===== src/hw/rtl/nnis_pkg.sv =====
`default_nettype none

package nnis_pkg;

   // Field widths
   localparam int COORD_WIDTH = 12;
   localparam int COLOR_WIDTH = 8;
   localparam int PIXEL_WIDTH = 3 * COLOR_WIDTH;
   localparam int SIZE_WIDTH  = 9;
   localparam int ZOOM_WIDTH  = 11;

   // Register port
   localparam int CSR_INDEX_WIDTH = 2;
   localparam int CSR_DATA_WIDTH  = 11;

   // Frame store geometry defaults
   localparam int DEFAULT_MAX_WIDTH  = 256;
   localparam int DEFAULT_MAX_HEIGHT = 256;

   // Register reset values
   localparam int SOURCE_WIDTH_RESET  = 256;
   localparam int SOURCE_HEIGHT_RESET = 256;
   localparam int ZOOM_RESET          = 100;

   // Coordinate mapping: coord * PERCENT / zoom
   localparam int PERCENT   = 100;
   localparam int NUM_WIDTH = 19;            // holds 4095 * 100
   localparam int QUO_WIDTH = COORD_WIDTH;   // quotient saturates at all ones

   // Destination size: floor(size * zoom / 100) via reciprocal multiply
   localparam int PROD_WIDTH   = SIZE_WIDTH + ZOOM_WIDTH;
   localparam int RECIP_SHIFT  = 27;
   localparam int RECIP_MULT   = ((1 << RECIP_SHIFT) + PERCENT - 1) / PERCENT;
   localparam int RECIP_WIDTH  = 21;
   localparam int SCALED_WIDTH = PROD_WIDTH + RECIP_WIDTH;
   localparam int DEST_WIDTH   = 14;
   localparam int DEST_ALIGN   = 4;

   typedef enum logic {
      ACTION_LOAD,
      ACTION_FETCH
   } action_type;

   typedef enum logic [CSR_INDEX_WIDTH-1:0] {
      CSR_SOURCE_WIDTH,
      CSR_SOURCE_HEIGHT,
      CSR_ZOOM_PERCENT
   } csr_index_type;

   // One input word as it travels down the pipeline
   typedef struct packed {
      action_type             action;
      logic [COORD_WIDTH-1:0] coord_x;
      logic [COORD_WIDTH-1:0] coord_y;
      logic [PIXEL_WIDTH-1:0] pixel;   // {red, green, blue}
   } item_type;

   // Effective configuration seen by the datapath
   typedef struct packed {
      logic [ZOOM_WIDTH-1:0] zoom;
      logic [SIZE_WIDTH-1:0] width;
      logic [SIZE_WIDTH-1:0] height;
      logic [DEST_WIDTH-1:0] dest_width;
      logic [DEST_WIDTH-1:0] dest_height;
   } cfg_type;

endpackage

`default_nettype wire


===== src/hw/rtl/nnis_div.sv =====
`default_nettype none

module nnis_div
   import nnis_pkg::*;
(
   input  logic                  clock,
   input  logic                  reset,
   input  logic                  in_valid,
   output logic                  in_ready,
   input  item_type              in_item,
   input  logic [ZOOM_WIDTH-1:0] in_zoom,
   output logic                  out_valid,
   input  logic                  out_ready,
   output item_type              out_item,
   output logic [QUO_WIDTH-1:0]  out_quo_x,
   output logic [QUO_WIDTH-1:0]  out_quo_y
);

   // Stage 0 forms coord*100, stages 1..STEPS resolve one quotient bit each
   localparam int STEPS     = QUO_WIDTH;
   localparam int LANES     = 2;
   localparam int CMP_WIDTH = ZOOM_WIDTH + QUO_WIDTH;

   logic [STEPS:0]        valid_ff;
   logic [STEPS+1:0]      advance;
   item_type              item_ff [0:STEPS];
   logic [ZOOM_WIDTH-1:0] zoom_ff [0:STEPS];
   logic [NUM_WIDTH-1:0]  rem_ff  [0:STEPS][0:LANES-1];
   logic [QUO_WIDTH-1:0]  quo_ff  [0:STEPS][0:LANES-1];
   logic                  sat_ff  [0:STEPS][0:LANES-1];

   // A stage takes a word when it is empty or its word moves on
   assign advance[STEPS+1] = out_ready;
   assign in_ready         = advance[0];

   for (genvar s = 0; s <= STEPS; s++) begin : g_stage
      assign advance[s] = !valid_ff[s] || advance[s+1];

      if (s == 0) begin : g_entry
         always_ff @(posedge clock) begin
            if (reset) begin
               valid_ff[s] <= 1'b0;
            end else if (advance[s]) begin
               valid_ff[s] <= in_valid;
            end
         end

         always_ff @(posedge clock) begin
            if (advance[s]) begin
               item_ff[s] <= in_item;
               zoom_ff[s] <= in_zoom;
            end
         end

         for (genvar l = 0; l < LANES; l++) begin : g_lane
            logic [COORD_WIDTH-1:0] coord;
            assign coord = (l == 0) ? in_item.coord_x : in_item.coord_y;

            // Numerator coord * 100
            always_ff @(posedge clock) begin
               if (advance[s]) begin
                  rem_ff[s][l] <= NUM_WIDTH'(coord) * NUM_WIDTH'(PERCENT);
                  quo_ff[s][l] <= '0;
                  sat_ff[s][l] <= 1'b0;
               end
            end
         end
      end else begin : g_step
         localparam int STEP_BIT = STEPS - s;

         always_ff @(posedge clock) begin
            if (reset) begin
               valid_ff[s] <= 1'b0;
            end else if (advance[s]) begin
               valid_ff[s] <= valid_ff[s-1];
            end
         end

         always_ff @(posedge clock) begin
            if (advance[s]) begin
               item_ff[s] <= item_ff[s-1];
               zoom_ff[s] <= zoom_ff[s-1];
            end
         end

         for (genvar l = 0; l < LANES; l++) begin : g_lane
            logic [CMP_WIDTH-1:0] rem_ext;
            logic [CMP_WIDTH-1:0] step_dvs;
            logic                 fits;
            logic                 sat_in;
            logic [NUM_WIDTH-1:0] rem_in;
            logic [QUO_WIDTH-1:0] quo_in;

            // Restoring step; first step also flags quotients past all ones
            always_comb begin
               rem_ext  = CMP_WIDTH'(rem_ff[s-1][l]);
               step_dvs = CMP_WIDTH'(zoom_ff[s-1]) << STEP_BIT;
               fits     = rem_ext >= step_dvs;
               rem_in   = fits ? NUM_WIDTH'(rem_ext - step_dvs) : rem_ff[s-1][l];
               quo_in   = quo_ff[s-1][l];
               quo_in[STEP_BIT] = fits;
               if (s == 1) begin
                  sat_in = rem_ext >= (CMP_WIDTH'(zoom_ff[s-1]) << STEPS);
               end else begin
                  sat_in = sat_ff[s-1][l];
               end
            end

            always_ff @(posedge clock) begin
               if (advance[s]) begin
                  rem_ff[s][l] <= rem_in;
                  quo_ff[s][l] <= quo_in;
                  sat_ff[s][l] <= sat_in;
               end
            end
         end
      end
   end

   assign out_valid = valid_ff[STEPS];
   assign out_item  = item_ff[STEPS];
   assign out_quo_x = sat_ff[STEPS][0] ? '1 : quo_ff[STEPS][0];
   assign out_quo_y = sat_ff[STEPS][1] ? '1 : quo_ff[STEPS][1];

`ifndef ASSERT_OFF
   // Remainder stays below the divisor weight of the bits still to come
   for (genvar s = 1; s <= STEPS; s++) begin : g_chk
      for (genvar l = 0; l < LANES; l++) begin : g_lane
         a_rem_bound: assert property (@(posedge clock) disable iff (reset)
            valid_ff[s] && !sat_ff[s][l] |->
               CMP_WIDTH'(rem_ff[s][l]) < (CMP_WIDTH'(zoom_ff[s]) << (STEPS - s)))
            else $error("divider remainder out of bound");
      end
   end
`endif

endmodule

`default_nettype wire


===== config.mk =====
export PLATFORM = sky130hd
export DESIGN_NAME = nnis_div
export DESIGN_NICKNAME = d
export VERILOG_FILES = /design/src/hw/rtl/nnis_pkg.sv /design/src/hw/rtl/nnis_div.sv
export SDC_FILE = /design/constraint.sdc
export NUM_CORES = 2
export LEC_CHECK = 0
export CAP_MARGIN = 20
export CORE_AREA = 5 5 410 412
export DETAILED_ROUTE_END_ITERATION = 10
export DIE_AREA = 0 0 415 417
export DONT_BUFFER_PORTS = 1
export SETUP_SLACK_MARGIN = 0.02
export SYNTH_ARGS = -nofsm -noshare
export SYNTH_HDL_FRONTEND = slang
export SYNTH_SLANG_ARGS = --single-unit

===== constraint.sdc =====
create_clock -name clock -period 8 [get_ports clock]
set_input_delay 0.4 -clock clock [delete_from_list [all_inputs] [get_ports clock]]
set_output_delay 0.4 -clock clock [all_outputs]
set_load 0.1 [all_outputs]

==> flow_metrics.tcl <==
set metrics [dict create \
    first_pass_iters 5 \
    r2r-start "out_valid$_SDFFE_PP0P_" \
    die-area_um2 173000 \
    die_y_um 417 \
    ctsHtreeMaxLevel 4 \
    layout-drive-gt1-share_pct 9.68 \
    relSlewSlack_pct 31.9 \
    tightest_slew_ns 1.02 \
    fmax_ghz 0.169 \
    dp.cells 5939 \
    clk_pin_slew_ns 0.06 \
    grt_busiest_layer "met2" \
    std_cell_rows 149 \
    clock-sinks 1318 \
    rr_worst_depth 7 \
    rrSetupSlack_ns 2.85 \
    drv_cap 0 \
    grt_util_met3_pct 2.47 \
    nets 4404 \
    place_area_um2 59800 \
    start_util_pct 34.7 \
    crit_path_max_fanout 47 \
    status "completed" \
    clock_latency_ns 0.78 \
    critPathKind "reg2out" \
    finalSetupViolCount 0 \
    final_area_um2 65100 \
    wl_um 103000 \
    startpoint "out_valid$_SDFFE_PP0P_" \
    hold_violations 0 \
    critPathMaxStageDelay_ns 0.95 \
    gp_congestion 0.845 \
    rsz0062_at_grt "false" \
    yosysSeqAreaShare_pct 69.3 \
    met1_usage_pct 14.4 \
    synth_top_area_share_pct 68.8 \
    cts_buffers 143 \
    setup_tns_ns 0 \
    grt_use_met2_pct 21.1 \
    hold_class "in2reg" \
    max-vdd-ir-drop_mv 0.226 \
    cts_tree "done" \
    synth_area_leaders "edfxtp_1 (69%), ha_1 (7.6%), inv_1 (1.8%)" \
    startpoint_type "register" \
    async_flop_share_pct 0 \
    track_usage_pct 12.0 \
    area_delta_synth_final_pct 14.3 \
    ys.flop_type "edfxtp_1" \
    portBuffers 0 \
    endpoint "in_ready" \
    root_buffer "clkbuf_16" \
    yosysTopAreaCell "edfxtp_1" \
    ys_seq_elements 1318 \
    period_share_pct 73.8 \
    end_kind "primary output" \
    antenna_found_initial 1 \
    drc_errors 0 \
    synth_nets 4207 \
    r2r_end "item_ff[0][22]$_DFFE_PP_" \
    core_area_um2 164000 \
    synth_edf_count 1305 \
    synthCells 3763 \
    skew_ns 0.0710 \
    post_drt_wl_per_cell_um 16.5 \
    nFillCells 15100 \
    grt_start_max_net_pins 71 \
    synthesis.area_um2 57000 \
    period_needed_ns 5.90 \
    stdcell_count 6260 \
    p_leak_nw 25.3 \
    dp_hpwl_um 74000 \
    die_x_um 415 \
    grt_pass1_vias 29900 \
    drt_iter0_drc 1582 \
    yosysWarnings 0 \
    grt_pass1_wl_um 165000 \
    cpMaxStageDelayCell "dfxtp_1" \
    crit_chain "nor2b_1 > and3_1 > nand3_4 > nor3_1 > and3_1 > nand3_4 > buf_4" \
    p_per_area_nw_per_um2 355 \
    required_ns 7.60 \
    antenna_left 0 \
    clockBufferDepth 3 \
    slew_viol_final 0 \
    ios 139 \
    arrival_ns 5.50 \
    syn_avg_cell_area_um2 15.1 \
    grt_overflow 0 \
    via_count 29100 \
    via_per_inst 4.65 \
    synth_cell_types 81 \
]
metrics by stage:
stage | hold slack, ns | total power, mW | utilization (%) | setup WS, ns
2_1_floorplan | 0.400 | 15.4 | - | 0.0508
3_5_place_dp | 0.405 | 16.8 | 36.4 | 2.79
3_3_place_gp | 0.401 | 16.7 | 36.4 | 2.89
4_1_cts | 0.0137 | 23.4 | 39.7 | 1.88
5_1_grt | 0.0329 | 24.7 | 39.7 | 1.64
6_report | 0.0875 | 23.1 | 39.7 | 2.10
worst max-delay path, delay by kind of cell (launching register included):
kind                   cells  cell delay, ns
AND/OR/NAND/NOR            6            3.03
buffers and inverters      1            0.58
flip-flops                 1            0.95
cell usage after synthesis (16+ instances only):
cell type / number
edfxtp_1: 1305
ha_1: 344
inv_1: 268
nor2_1: 207
a21oi_1: 189
o21ai_0: 170
nand2_1: 157
xnor2_1: 111
xor2_1: 104
mux2_2: 85
nor3_1: 75
nor2b_1: 64
a21o_1: 58
o21a_1: 53
nand2b_1: 52
nand3_1: 37
fa_1: 36
nor4_1: 33
nand4_1: 32
or2_2: 30
a211oi_1: 27
mux2i_1: 23
o31ai_1: 21
or3_1: 21
o31a_1: 19
buf_2: 16
routing by layer:
metal  routed length [um]  part of all wire [%]  vias up
met2                52200                    50      486
met5                    0                     0        -
met4                 3690                   3.6        0
met1                43900                    42    13800
met3                 3700                   3.6      214
li1                     -                     -    14600
kinds of logic after synthesis:
group                    after synthesis  synth area share [%]
XOR/XNOR                             215                  3.31
flip-flops                          1318                  69.3
multiplexers                         118                  2.35
adder cells (fa/ha/maj)              380                  8.82
AND/OR/NAND/NOR                      780                  6.98
AO/OA/AOI/OAI                        647                  7.19
buffers and inverters                305                  2.10
cells in the final DEF (no fill, tap or decap), types with 30 or more instances in the layout:
master         instances
clkinv_2              30
nor2_1               207
nand3_1               35
nor2b_1               64
fa_1                  36
clkbuf_16            143
ha_1                 344
xor2_1               104
inv_1                262
nor3_1                75
nand2_1              153
nor4_1                33
a21o_1                58
or2_2                 30
a21oi_1              189
nand4_1               32
dlygate4sd3_1         63
edfxtp_1            1305
mux2_2                85
o21a_1                53
o21ai_0              170
nand2b_1              52
xnor2_1              111
report_power, final:
group | leakage (nW) | total (mW) | switching [mW] | internal [mW]
Combinational | 9.07 | 6.45 | 3.47 | 2.98
Clock | 2.28 | 6.43 | 2.73 | 3.71
Sequential | 14.0 | 10.3 | 0.818 | 9.43
state kept, by name, indices dropped and copies added (netlist names):
| register | flops |
|---|---|
| quo_ff | 156 |
| item_ff | 637 |
| rem_ff | 356 |
| sat_ff | 24 |
| valid_ff | 12 |
| zoom_ff | 132 |
| out_valid | 1 |
cell type report:
type	instances	area, um^2	area share [%]
Sequential cell	1318	39400	60.6
Multi-Input combinational cell	2140	16400	25.1
Clock buffer	167	3670	5.63
Tap cell	2189	2740	4.21
Clock inverter	88	1040	1.60
Inverter	268	1030	1.58
Timing Repair Buffer	89	826	1.27
Antenna cell	1	2.50	0.00384
worst min-delay path by stage:
stage                                        start                  endpoint  slack [ns]  cells past startpoint
after global routing                   in_item[29]    rem_ff[0][7]$_DFFE_PP_        0.03                      2
after floorplan            item_ff[0][0]$_DFFE_PP_  item_ff[0][49]$_DFFE_PP_        0.40                      0
final                                  in_item[37]   rem_ff[0][25]$_DFFE_PP_        0.09                      3
after global placement    item_ff[2][20]$_DFFE_PP_  item_ff[2][69]$_DFFE_PP_        0.40                      0
after CTS                              in_item[29]    rem_ff[0][7]$_DFFE_PP_        0.01                      2
after detailed placement   item_ff[0][3]$_DFFE_PP_  item_ff[0][52]$_DFFE_PP_        0.40                      0
repair_timing:
action	in CTS	in global routing
hold buffers	63	0
resized for setup	0	0
endpoints found under the hold margin	79	0
setup buffers	0	0
endpoints found under the setup margin	0	0
Note: power is estimated with default switching activity, not from simulation.
