==> config.mk <==
export PLATFORM = sky130hd
export DESIGN_NAME = nnis_csr
export DESIGN_NICKNAME = d
export VERILOG_FILES = /design/src/hw/rtl/nnis_pkg.sv /design/src/hw/rtl/nnis_csr.sv
export SDC_FILE = /design/constraint.sdc
export NUM_CORES = 1
export LEC_CHECK = 0
export ABC_CLOCK_PERIOD_IN_PS = 6300
export BUFFER_PORTS_ARGS = -buffer_cell sky130_fd_sc_hd__buf_4
export CORE_MARGIN = 1
export CORE_UTILIZATION = 46
export CTS_CLUSTER_DIAMETER = 80
export DETAILED_ROUTE_END_ITERATION = 12
export PLACE_DENSITY_LB_ADDON = 0.08
export SETUP_SLACK_MARGIN = 0.3
export SLEW_MARGIN = 10
export SYNTH_ARGS = -nofsm -noshare
export SYNTH_HDL_FRONTEND = slang
export SYNTH_SLANG_ARGS = --single-unit
==> constraint.sdc <==
create_clock -name clock -period 6.3 [get_ports clock]
set_input_delay 1.26 -clock clock [delete_from_list [all_inputs] [get_ports clock]]
set_output_delay 1.26 -clock clock [all_outputs]
set_load 0.05 [all_outputs]
==> src/hw/rtl/nnis_pkg.sv <==
`default_nettype none

package nnis_pkg;

   // Field widths
   localparam int COORD_WIDTH = 12;
   localparam int COLOR_WIDTH = 8;
   localparam int PIXEL_WIDTH = 3 * COLOR_WIDTH;
   localparam int SIZE_WIDTH  = 9;
   localparam int ZOOM_WIDTH  = 11;

   // Register port
   localparam int CSR_INDEX_WIDTH = 2;
   localparam int CSR_DATA_WIDTH  = 11;

   // Frame store geometry defaults
   localparam int DEFAULT_MAX_WIDTH  = 256;
   localparam int DEFAULT_MAX_HEIGHT = 256;

   // Register reset values
   localparam int SOURCE_WIDTH_RESET  = 256;
   localparam int SOURCE_HEIGHT_RESET = 256;
   localparam int ZOOM_RESET          = 100;

   // Coordinate mapping: coord * PERCENT / zoom
   localparam int PERCENT   = 100;
   localparam int NUM_WIDTH = 19;            // holds 4095 * 100
   localparam int QUO_WIDTH = COORD_WIDTH;   // quotient saturates at all ones

   // Destination size: floor(size * zoom / 100) via reciprocal multiply
   localparam int PROD_WIDTH   = SIZE_WIDTH + ZOOM_WIDTH;
   localparam int RECIP_SHIFT  = 27;
   localparam int RECIP_MULT   = ((1 << RECIP_SHIFT) + PERCENT - 1) / PERCENT;
   localparam int RECIP_WIDTH  = 21;
   localparam int SCALED_WIDTH = PROD_WIDTH + RECIP_WIDTH;
   localparam int DEST_WIDTH   = 14;
   localparam int DEST_ALIGN   = 4;

   typedef enum logic {
      ACTION_LOAD,
      ACTION_FETCH
   } action_type;

   typedef enum logic [CSR_INDEX_WIDTH-1:0] {
      CSR_SOURCE_WIDTH,
      CSR_SOURCE_HEIGHT,
      CSR_ZOOM_PERCENT
   } csr_index_type;

   // One input word as it travels down the pipeline
   typedef struct packed {
      action_type             action;
      logic [COORD_WIDTH-1:0] coord_x;
      logic [COORD_WIDTH-1:0] coord_y;
      logic [PIXEL_WIDTH-1:0] pixel;   // {red, green, blue}
   } item_type;

   // Effective configuration seen by the datapath
   typedef struct packed {
      logic [ZOOM_WIDTH-1:0] zoom;
      logic [SIZE_WIDTH-1:0] width;
      logic [SIZE_WIDTH-1:0] height;
      logic [DEST_WIDTH-1:0] dest_width;
      logic [DEST_WIDTH-1:0] dest_height;
   } cfg_type;

endpackage

`default_nettype wire

==> src/hw/rtl/nnis_csr.sv <==
`default_nettype none

module nnis_csr
   import nnis_pkg::*;
#(
   parameter int MAX_WIDTH  = DEFAULT_MAX_WIDTH,
   parameter int MAX_HEIGHT = DEFAULT_MAX_HEIGHT
) (
   input  logic                       clock,
   input  logic                       reset,
   input  logic                       csr_valid,
   output logic                       csr_ready,
   input  logic [CSR_INDEX_WIDTH-1:0] csr_index,
   input  logic [CSR_DATA_WIDTH-1:0]  csr_data,
   output cfg_type                    cfg
);

   localparam int SIZE_MAX     = (1 << SIZE_WIDTH) - 1;
   localparam int WIDTH_LIMIT  = (MAX_WIDTH < SIZE_MAX) ? MAX_WIDTH : SIZE_MAX;
   localparam int HEIGHT_LIMIT = (MAX_HEIGHT < SIZE_MAX) ? MAX_HEIGHT : SIZE_MAX;

   logic [SIZE_WIDTH-1:0]   src_width_ff;
   logic [SIZE_WIDTH-1:0]   src_height_ff;
   logic [ZOOM_WIDTH-1:0]   zoom_ff;
   logic [SIZE_WIDTH-1:0]   width_eff;
   logic [SIZE_WIDTH-1:0]   height_eff;
   logic [ZOOM_WIDTH-1:0]   zoom_eff;
   logic [PROD_WIDTH-1:0]   prod_w_in, prod_w_ff;
   logic [PROD_WIDTH-1:0]   prod_h_in, prod_h_ff;
   logic [SCALED_WIDTH-1:0] scaled_w, scaled_h;
   logic [DEST_WIDTH-1:0]   quot_w_in, quot_w_ff;
   logic [DEST_WIDTH-1:0]   quot_h_in, quot_h_ff;
   logic [DEST_WIDTH-1:0]   dest_w_in, dest_w_ff;
   logic [DEST_WIDTH-1:0]   dest_h_in, dest_h_ff;

   // Writes are always taken
   assign csr_ready = 1'b1;

   // Register file
   always_ff @(posedge clock) begin
      if (reset) begin
         src_width_ff  <= SIZE_WIDTH'(SOURCE_WIDTH_RESET);
         src_height_ff <= SIZE_WIDTH'(SOURCE_HEIGHT_RESET);
         zoom_ff       <= ZOOM_WIDTH'(ZOOM_RESET);
      end else if (csr_valid) begin
         unique case (csr_index)
            CSR_SOURCE_WIDTH:  src_width_ff  <= csr_data[SIZE_WIDTH-1:0];
            CSR_SOURCE_HEIGHT: src_height_ff <= csr_data[SIZE_WIDTH-1:0];
            CSR_ZOOM_PERCENT:  zoom_ff       <= csr_data[ZOOM_WIDTH-1:0];
            default: ;
         endcase
      end
   end

   // Effective values: zero acts as one, oversize sizes clamp to the store
   always_comb begin
      if (src_width_ff == '0) begin
         width_eff = SIZE_WIDTH'(1);
      end else if (src_width_ff > SIZE_WIDTH'(WIDTH_LIMIT)) begin
         width_eff = SIZE_WIDTH'(WIDTH_LIMIT);
      end else begin
         width_eff = src_width_ff;
      end
      if (src_height_ff == '0) begin
         height_eff = SIZE_WIDTH'(1);
      end else if (src_height_ff > SIZE_WIDTH'(HEIGHT_LIMIT)) begin
         height_eff = SIZE_WIDTH'(HEIGHT_LIMIT);
      end else begin
         height_eff = src_height_ff;
      end
      zoom_eff = (zoom_ff == '0) ? ZOOM_WIDTH'(1) : zoom_ff;
   end

   // Destination size, three registered steps: product, /100, round up to 4
   assign prod_w_in = PROD_WIDTH'(width_eff) * PROD_WIDTH'(zoom_eff);
   assign prod_h_in = PROD_WIDTH'(height_eff) * PROD_WIDTH'(zoom_eff);
   assign scaled_w  = SCALED_WIDTH'(prod_w_ff) * SCALED_WIDTH'(RECIP_MULT);
   assign scaled_h  = SCALED_WIDTH'(prod_h_ff) * SCALED_WIDTH'(RECIP_MULT);
   assign quot_w_in = scaled_w[RECIP_SHIFT +: DEST_WIDTH];
   assign quot_h_in = scaled_h[RECIP_SHIFT +: DEST_WIDTH];
   assign dest_w_in = (quot_w_ff + DEST_WIDTH'(DEST_ALIGN - 1)) & ~DEST_WIDTH'(DEST_ALIGN - 1);
   assign dest_h_in = (quot_h_ff + DEST_WIDTH'(DEST_ALIGN - 1)) & ~DEST_WIDTH'(DEST_ALIGN - 1);

   always_ff @(posedge clock) begin
      prod_w_ff <= prod_w_in;
      prod_h_ff <= prod_h_in;
      quot_w_ff <= quot_w_in;
      quot_h_ff <= quot_h_in;
      dest_w_ff <= dest_w_in;
      dest_h_ff <= dest_h_in;
   end

   assign cfg.zoom        = zoom_eff;
   assign cfg.width       = width_eff;
   assign cfg.height      = height_eff;
   assign cfg.dest_width  = dest_w_ff;
   assign cfg.dest_height = dest_h_ff;

endmodule

`default_nettype wire

==> run_results.csv, run 1 <==
group,metric,value,unit
floorplanning,die_x,232,um
timing,tightest_slew,1000,ps
critical_path,crit_type,"reg2reg",
drt,detailedRoute.firstIterationViolations,431,
timing,finalSetupTns,0,ps
status,status,"complete, no violations",
synth,yosys_warnings,0,
floorplanning,ios,74,
critical_path,critPathCaptureType,"flip-flop",
drt,vias,16000,
synth,synth_cell_types,58,
synth,synth_ff_type,"dfxtp_1",
global_route,grt_start_max_net_pins,30,
timing,slew_headroom,32.9,%
critical_path,critical-path-top-delay-family,"adder cells",
synth,synth-edff-count,0,
global_route,grt_pass1_vias,17800,
critical_path,slowest_stage,"or4_4",
critical_path,critPathRequiredTime,6690,ps
timing,period_share,93.4,%
floorplanning,dieArea,53700,um2
global_route,gr-usage-met2,35.7,%
finish,nNetsFinal,3618,
synth,synth_area,24300,um2
finish,syn2layout_area_growth,13.1,%
timing,finalCriticalPeriod,5880,ps
clock_network,clk_latency,460,ps
placed_design,dp_hpwl,46300,um
critical_path,worst_ep_arrival_time,6280,ps
power,leakagePower,15.5,nW
floorplanning,num_rows,83,
floorplanning,die_h,232,um
clock_network,clk_pin_slew_worst_paths,60,ps
finish,drive_gt1_share,12.3,%
global_route,grt_usage,21.4,%
synth,async_reset_ff_share,0,%
drt,drt_pass1_iterations,4,
clock_network,clk_path_buf_depth,2,
critical_path,crit_fanout,5,
finish,post-route-cell-area,27500,um2
drt,drc,0,
drt,wl_per_cell,15.9,um
floorplanning,start_util,46.9,%
floorplanning,core_region_area,51700,um2
clock_network,cts_hold_buf,0,
timing,rsz0062_at_grt,"true",
placed_design,postPlaceCellArea,26000,um2
flow_run,maxCapViolCount,0,
global_route,grt_pass1_wl,90400,um
synth,synth.area.top_cells,"fa_1, ha_1, inv_1",
timing,setup_viol,0,
timing,finalHoldViolations,0,
synth,yosysTopAreaCellShare,34.3,%
global_route,grt-busiest-layer,"met2",
hold_path,min_path_type,"reg2reg",
critical_path,crit_chain,"buf_4 > ha_1 > inv_1 > fa_1 > fa_2 > fa_1 > inv_1 > fa_1 > fa_1 > inv_1 > fa_1 > inv_1 > ha_1 > o21ai_0 > o21ai_1 > and4_1 > or4_4 > nand3_4 > a31oi_4 > o31a_1 > nor2_2 > xnor2_1",
synth,synth_most_common_cell,"inv_1",
placed_design,portBuffers,68,
synth,syn_avg_cell_area,9.56,um2
clock_network,numCtsBuffers,17,
drt,routed_wl,53200,um
global_route,antenna_found_initial,1,
clock_network,cts-root-buf,"clkbuf_16",
critical_path,path_buf_inv,5,
power,peakVddDrop,214,uV
placed_design,gp_congestion,0.862,
synth,ys_seq_area_share,9.98,%
critical_path,cpPeakStageDelay,570,ps
power,power.density,255,nW/um2
synth,syn_inst,2539,
critical_path,critPathLaunchType,"flip-flop",
synth,synthTopCellsByCount,"inv_1, ha_1, fa_1",
global_route,grt_overflow,0,
clock_network,cts_sinks,121,
synth,yosysTopAreaCell,"fa_1",
clock_network,htree_levels,4,
clock_network,cts_tree,"done",
timing,fmax,0.170,GHz
drt,via_per_inst,4.77,
global_route,grt_util_met1,29.5,%
critical_path,path_common_cell,"fa_1",
synth,synth_seq_cells,121,
timing,finalMaxSlewViolations,0,
drt,ant_nets,0,
timing,skew,18.6,ps
global_route,use_met3,3.00,%
## sequential cells by signal (all words and copies together), names as in the netlist
register,flops
prod_h_ff,20
dest_h_ff,12
quot_h_ff,14
src_width_ff,9
quot_w_ff,14
dest_w_ff,12
zoom_ff,11
src_height_ff,9
prod_w_ff,20
## layer usage
layer / up-vias / part of all wire, %
met3: 30 / 2.7
met1: 7945 / 48
met5: - / 0
met2: 130 / 48
li1: 7922 / -
met4: 0 / 1.3
## repair_timing
item,4_1_cts,5_1_grt
pin swaps,12,57
endpoints found under the setup margin,22,21
buffers inserted,9,11
resized for setup,46,115
## cell usage in the layout (no fill, tap or decap), types with 13 or more instances in the layout
cell type  count
mux2i_1       16
a21oi_1       40
nand2_1      129
fa_1         396
dfxtp_2       13
dfxtp_1       92
dfxtp_4       16
xnor2_1       47
ha_4          21
buf_4        158
and2_1       119
ha_1         497
nand3_1       17
clkbuf_16     17
fa_2          20
nor2b_1       17
nor2_1        62
o21ai_0       18
inv_1        750
nor3_1        17
xor2_1        23
## cell families (layout without fill, tap and decap cells)
family,after synthesis,count (layout),synth area share [%]
fa+ha+maj,938,938,61.2
buf+inv,825,960,12.8
simple gates,424,424,8.87
compound gates,143,143,3.86
flops,121,121,9.98
xor+xnor,70,70,2.53
mux,16,16,0.660
other cells,2,6,0.0309
## layout make-up
cell class	instances	area, um2
Timing Repair Buffer	168	1320
Clock buffer	17	425
Multi-Input combinational cell	1596	19300
Tap cell	680	851
Fill cell	4820	24300
Sequential cell	121	2500
Clock inverter	15	236
Inverter	760	2850
Antenna cell	1	2.50
## report_power, final
group	switching (mW)	internal (mW)
sequential	0.0869	0.932
combinational	2.67	2.20
clock	0.411	0.709
total	3.16	3.84
## stage by stage
stage                     utilization (%)  setup WS (ps)  std cells  hold WS (ps)  power, mW
after floorplan                         -            412       2542           413       4.22
after global placement               50.3           -294       3305           429       5.34
after detailed placement             50.3           -342       3305           435       5.39
after CTS                            52.0            305       3346           443       6.69
after global routing                 53.1            220       3357           459       7.82
final                                53.1            416       3358           440       7.00
## worst reg2reg max path, delay by kind of cell, from the launching register on
kind	cells	cell delay [ps]
adder cells (fa/ha/maj)	8	3310
AND/OR/NAND/NOR	4	990
AO/OA/AOI/OAI	4	700
buffers and inverters	5	360
flip-flops	1	350
XOR/XNOR	1	110
## worst paths after layout
check / from / to / slack [ps] / cells after the start
worst max-delay path: prod_w_ff[10] / quot_w_ff[13] / 420 / 22
worst min-delay path: quot_h_ff[13] / dest_h_ff[13] / 440 / 1
worst max register to register: prod_w_ff[10] / quot_w_ff[13] / 420 / 22
worst min register to register: quot_h_ff[13] / dest_h_ff[13] / 440 / 1
Note: power is estimated with default switching activity, not from simulation.
==> run 2, diff against run 1 <==
--- a/config.mk
+++ b/config.mk
@@ -8,7 +8,7 @@
 export ABC_CLOCK_PERIOD_IN_PS = 6300
 export BUFFER_PORTS_ARGS = -buffer_cell sky130_fd_sc_hd__buf_4
 export CORE_MARGIN = 1
-export CORE_UTILIZATION = 46
+export CORE_UTILIZATION = 40
 export CTS_CLUSTER_DIAMETER = 80
 export DETAILED_ROUTE_END_ITERATION = 12
 export PLACE_DENSITY_LB_ADDON = 0.08
==> run 2 against run 1 <==
Compared with the run above:
- die area rose by 15%
- sequential share of layout area down 0.066 points
- register-to-register slack worse by 120 ps
- via count grew 0.42%
- first-iteration DRC count down 9.0%
- sequential cell count is the same
- final cell count increased by 3.2%
- critical endpoint is now quot_w_ff[5]
==> run_results.csv, run 2 (synthesis gave the netlist of run 1 again) <==
group,metric,value,unit
status,status,"complete, no violations",
power,internal-power,3.79,mW
drt,ant_nets,0,
finish,antennaDiodeCount,0,
timing,whs,430,ps
power,peakVddDrop,190,uV
critical_path,path_common_cell,"fa_1",
power,power.density,251,nW/um2
drt,via_per_inst,4.65,
floorplanning,start_util,40.8,%
placed_design,postPlaceCellArea,26100,um2
finish,multiInputGateArea,19400,um2
clock_network,cts_tree,"done",
timing,setup_slack,297,ps
power,p_comb_share,70.8,%
placed_design,dp_hpwl,47400,um
critical_path,critPathCaptureType,"flip-flop",
placed_design,gp_congestion,0.865,
power,netSwitchingPower,3.18,mW
timing,rsz0062_at_grt,"true",
timing,finalSetupTns,0,ps
timing,finalCriticalPeriod,6000,ps
timing,period_share,95.3,%
finish,nNetsFinal,3633,
critical_path,rr_endpoint,"quot_w_ff[5]",
critical_path,critPathRequiredTime,6660,ps
global_route,antenna_found_initial,1,
floorplanning,num_rows,89,
critical_path,crit_fanout,4,
timing,finalMaxSlewViolations,0,
global_route,grt_pass1_wl,90600,um
critical_path,path_buf_inv,6,
clock_network,cts_hold_buf,0,
critical_path,critPathLaunchType,"flip-flop",
placed_design,portBuffers,68,
finish,layout_common_cells,"inv_1, ha_1, fa_1",
timing,tightest_slew,1000,ps
finish,fillers,5739,
timing,slew_headroom,33.1,%
finish,seqCellArea,2510,um2
clock_network,cts-root-buf,"clkbuf_16",
critical_path,reg2regPathDepth,23,
hold_path,holdPathEnd,"dest_h_ff[13]",
hold_path,hp-start,"quot_h_ff[13]",
clock_network,numCtsBuffers,17,
finish,reg_top3,"prod_h_ff x20, prod_w_ff x20",
floorplanning,die_x,248,um
clock_network,clk_path_buf_depth,2,
floorplanning,core_region_area,59500,um2
critical_path,cpPeakStageDelay,590,ps
finish,final_common_cell,"inv_1",
global_route,grt_usage,19.0,%
power,power.clock.fraction,14.5,%
global_route,grt_start_max_net_pins,30,
hold_path,hold_depth,1,
critical_path,crit_chain,"buf_6 > ha_4 > inv_1 > fa_2 > fa_1 > fa_1 > inv_2 > fa_2 > fa_1 > inv_2 > fa_1 > inv_2 > ha_4 > and3_4 > nand3_4 > nor4_4 > or4_4 > buf_4 > nand3_4 > a21boi_2 > or2_1 > a211oi_2 > nor3_1",
drt,vias,16100,
drt,wl_per_cell,15.8,um
drt,routed_wl,54700,um
timing,finalHoldViolations,0,
flow_run,maxCapViolCount,0,
timing,setup_viol,0,
power,p_sw_share,45.6,%
drt,drc,0,
floorplanning,die_h,248,um
timing,skew,12.8,ps
critical_path,crit_type,"reg2reg",
clock_network,cts_sinks,121,
drt,drt_pass1_iterations,5,
global_route,grt_pass1_vias,17700,
drt,detailedRoute.firstIterationViolations,392,
power,share_seq_of_total_power,14.7,%
global_route,grt_overflow,0,
critical_path,critical-path-top-delay-family,"adder cells",
finish,syn2layout_area_growth,14.6,%
power,leakagePower,15.5,nW
finish,post-route-cell-area,27800,um2
timing,fmax,0.167,GHz
hold_path,min_path_type,"reg2reg",
placed_design,pre_cts_slack,-425,ps
clock_network,clk_pin_slew_worst_paths,60,ps
finish,drive_gt1_share,13.9,%
clock_network,clk_latency,470,ps
critical_path,r2r_setup_slack,300,ps
floorplanning,dieArea,61700,um2
critical_path,slowest_stage,"or4_4",
critical_path,r2r_start,"prod_w_ff[12]",
floorplanning,ios,74,
clock_network,htree_levels,4,
critical_path,worst_ep_arrival_time,6360,ps
[run 2: cell count changes in the layout (fill, tap and decap cells not counted), sizes merged]
cell / delta
buf: +15
bufinv: -3
clkinv: +1
clkinvlp: -1
diode: -1
inv: +3
[run 2: through the flow]
step           total power, mW  cells  util (%)
2_1_floorplan             4.22   2542         -
3_3_place_gp              5.35   3397      43.9
3_5_place_dp              5.38   3397      43.9
4_1_cts                   6.54   3437      45.4
5_1_grt                   7.79   3465      46.8
6_report                  6.97   3465      46.8
[run 2: how the worst max path moves through the flow]
stage / startpoint / to / slack [ps] / depth (start not counted)
after CTS: prod_h_ff[8] / quot_h_ff[13] / 280 / 21
after floorplan: prod_h_ff[11] / quot_h_ff[12] / 410 / 21
after detailed placement: prod_w_ff[12] / quot_w_ff[11] / -430 / 21
after global routing: prod_w_ff[8] / quot_w_ff[13] / 110 / 21
after global placement: prod_w_ff[12] / quot_w_ff[11] / -400 / 21
final: prod_w_ff[12] / quot_w_ff[5] / 300 / 23
[run 2: timing repair]
item,4_1_cts,5_1_grt
setup buffers,8,28
hold endpoints to repair,0,0
gates resized for setup,62,141
endpoints found under the setup margin,25,22
pin swaps,21,66
[run 2: final cells by class]
class	instances	share of cell area (%)
multi-input combinational	1596	69.8
clock buffer	17	1.53
inverter	760	10.3
timing repair buffer	183	5.23
clock inverter	15	0.643
tap	773	3.48
sequential	121	9.03
[run 2: power by group through the flow]
stage               logic, mW  clock network [mW]  registers, mW
CTS                      4.47                1.05           1.02
detailed placement       4.33                   0           1.04
finish                   4.94                1.01           1.02
floorplan                3.00                   0           1.22
global placement         4.31                   0           1.04
global route             5.67                1.08           1.04
[run 2: routing by layer]
metal / global-route usage (%) / up-vias / part of all wire, %
met1: 25.5 / 7975 / 49
met4: 4.50 / 0 / 1.6
li1: - / 7944 / -
met3: 2.42 / 45 / 2.1
met5: 0 / - / 0
met2: 32.4 / 131 / 48
==> run 3, diff against run 2 <==
--- a/config.mk
+++ b/config.mk
@@ -5,12 +5,13 @@
 export SDC_FILE = /design/constraint.sdc
 export NUM_CORES = 1
 export LEC_CHECK = 0
-export ABC_CLOCK_PERIOD_IN_PS = 6300
+export ABC_CLOCK_PERIOD_IN_PS = 6500
 export BUFFER_PORTS_ARGS = -buffer_cell sky130_fd_sc_hd__buf_4
 export CORE_MARGIN = 1
 export CORE_UTILIZATION = 40
 export CTS_CLUSTER_DIAMETER = 80
 export DETAILED_ROUTE_END_ITERATION = 12
+export MAX_ROUTING_LAYER = met4
 export PLACE_DENSITY_LB_ADDON = 0.08
 export SETUP_SLACK_MARGIN = 0.3
 export SLEW_MARGIN = 10
==> constraint.sdc (replaced) <==
create_clock -name clock -period 6.5 [get_ports clock]
set_input_delay 1.3 -clock clock [delete_from_list [all_inputs] [get_ports clock]]
set_output_delay 1.3 -clock clock [all_outputs]
set_load 0.05 [all_outputs]
==> run 3 against run 2 <==
Compared with the run above:
- global-route usage up 0.55 points
- routed wire length down 1.7%
- hold slack gained 0.83 ps
- fmax rose by 0.69%
- clock-buffer cell count unchanged
- clock skew is 1.2 ps higher
- sequential power hardly changed
- die area stayed put
- critical endpoint is now quot_h_ff[12]
- largest power group unchanged
==> run_results.csv, run 3 (synthesis gave the netlist of run 1 again) <==
group,metric,value,unit
critical_path,cpPeakStageDelay,530,ps
placed_design,dp_cells,3375,
floorplanning,ios,74,
timing,period_share,91.7,%
timing,finalMaxSlewViolations,0,
global_route,gr-usage-met2,32.5,%
global_route,grt_pass1_vias,17500,
floorplanning,dieArea,61700,um2
floorplanning,start_util,40.8,%
drt,detailedRoute.firstIterationViolations,483,
placed_design,portBuffers,68,
global_route,grt_start_max_net_pins,30,
hold_path,min_path_type,"reg2reg",
timing,tightest_slew,995,ps
finish,nNetsFinal,3596,
floorplanning,die_x,248,um
critical_path,worst_ep_arrival_time,6360,ps
floorplanning,die_h,248,um
power,netSwitchingPower,2.96,mW
finish,final_common_cell,"inv_1",
power,p_comb_share,68.2,%
drt,drt_pass1_iterations,4,
power,power.density,237,nW/um2
drt,wl_per_cell,15.7,um
power,power.clock.fraction,16.3,%
global_route,grt_pass1_wl,90200,um
critical_path,crit_chain,"buf_4 > ha_1 > inv_1 > fa_1 > inv_1 > ha_1 > fa_1 > inv_1 > fa_1 > inv_1 > fa_1 > fa_1 > ha_1 > a21oi_1 > o21ai_0 > a21oi_1 > o211ai_1 > a21oi_2 > a21boi_2 > o41a_1 > buf_4 > a21oi_2 > xnor2_1",
timing,rsz0062_at_grt,"true",
clock_network,clk_path_buf_depth,2,
drt,ant_nets,0,
finish,reg_top3,"prod_h_ff x20, prod_w_ff x20",
global_route,grt_usage,19.5,%
critical_path,critPathRequiredTime,6900,ps
critical_path,crit_type,"reg2reg",
critical_path,slowest_stage,"fa_1",
finish,post-route-cell-area,27100,um2
finish,layout_common_cells,"inv_1, ha_1, fa_1",
placed_design,postPlaceCellArea,25900,um2
power,share_seq_of_total_power,15.4,%
timing,slew_headroom,33.6,%
timing,whs,431,ps
clock_network,cts_tree,"done",
power,leakagePower,15.4,nW
finish,fillers,5884,
global_route,grt-busiest-layer,"met2",
clock_network,cts_sinks,121,
timing,fmax,0.168,GHz
floorplanning,core_region_area,59500,um2
drt,routed_wl,53800,um
timing,finalHoldViolations,0,
power,p_sw_share,46.2,%
power,internal-power,3.46,mW
global_route,use_met3,2.45,%
placed_design,gp_congestion,0.860,
clock_network,clk_latency,470,ps
timing,setup_slack,538,ps
finish,syn2layout_area_growth,11.6,%
clock_network,numCtsBuffers,17,
flow_run,maxCapViolCount,0,
critical_path,path_common_cell,"fa_1",
finish,drive_gt1_share,9.76,%
timing,skew,14.1,ps
power,peakVddDrop,219,uV
critical_path,critical-path-top-delay-family,"adder cells",
global_route,antenna_found_initial,0,
clock_network,htree_levels,4,
drt,vias,15900,
finish,final_cells,3428,
status,status,"complete, no violations",
clock_network,cts_hold_buf,0,
global_route,grt_overflow,0,
timing,finalCriticalPeriod,5960,ps
finish,antennaDiodeCount,0,
critical_path,crit_fanout,5,
floorplanning,num_rows,89,
clock_network,cts-root-buf,"clkbuf_16",
timing,setup_viol,0,
global_route,grt_util_met1,25.7,%
drt,via_per_inst,4.63,
critical_path,critPathLaunchType,"flip-flop",
critical_path,critPathCaptureType,"flip-flop",
drt,drc,0,
placed_design,pre_cts_slack,-243,ps
placed_design,dp_hpwl,46900,um
critical_path,path_buf_inv,6,
clock_network,clk_pin_slew_worst_paths,70,ps
run 3: changes by cell type in the layout (fill, tap and decap cells not counted), sizes merged:
cell and change:
buf -37, bufinv +1, clkinv -1
run 3: layout make-up:
type                       count  area (um2)  area share [%]
multi-input combinational   1596       19000            70.2
clock inverter                15         205           0.758
tap                          773         967            3.57
timing repair buffer         146        1120            4.15
clock buffer                  17         425            1.57
inverter                     760        2850            10.5
sequential                   121        2510            9.25
run 3: path summary, 6_finish.rpt:
| path | cells after the start | to | startpoint | slack [ps] |
|---|---|---|---|---|
| setup reg to reg | 23 | quot_h_ff[12] | prod_h_ff[6] | 540 |
| setup / recovery | 23 | quot_h_ff[12] | prod_h_ff[6] | 540 |
| hold / removal | 1 | dest_w_ff[13] | quot_w_ff[13] | 430 |
| hold reg to reg | 1 | dest_w_ff[13] | quot_w_ff[13] | 430 |
run 3: through the flow:
step / util (%) / setup TNS (ps) / total power [mW]
2_1_floorplan: - / 0 / 4.09
5_1_grt: 45.5 / 0 / 7.22
6_report: 45.5 / 0 / 6.42
3_3_place_gp: 43.6 / -326 / 5.21
4_1_cts: 44.7 / 0 / 6.38
3_5_place_dp: 43.6 / -940 / 5.24
run 3: worst reg2reg max path, stage by stage, from the launching register on:
cell and delay, ps:
dfxtp_2 360, buf_4 170, ha_1 280, inv_1 60, fa_1 530, inv_1 40
ha_1 190, fa_1 490, inv_1 60, fa_1 530, inv_1 50, fa_1 460
fa_1 380, ha_1 360, a21oi_1 240, o21ai_0 140, a21oi_1 190, o211ai_1 220
a21oi_2 280, a21boi_2 100, o41a_1 370, buf_4 160, a21oi_2 140, xnor2_1 130
run 3: power by group through the flow:
| stage | combinational, mW | clock, mW | sequential [mW] |
|---|---|---|---|
| after floorplan | 2.91 | 0 | 1.18 |
| after CTS | 4.29 | 1.09 | 0.997 |
| after detailed placement | 4.23 | 0 | 1.01 |
| final | 4.38 | 1.05 | 0.990 |
| after global routing | 5.09 | 1.12 | 1.01 |
| after global placement | 4.20 | 0 | 1.01 |
run 3: timing repair:
| item | in CTS | in global routing |
|---|---|---|
| resized for setup | 21 | 80 |
| pin swaps | 0 | 26 |
| endpoints found under the setup margin | 18 | 17 |
| setup buffers | 0 | 21 |
run 3: metal layers:
metal	routed length [um]	share of wire, %	up-vias
met5	0	0	-
met2	26100	48	103
met1	26200	49	7880
li1	-	-	7873
met4	457	0.85	0
met3	1080	2.0	27
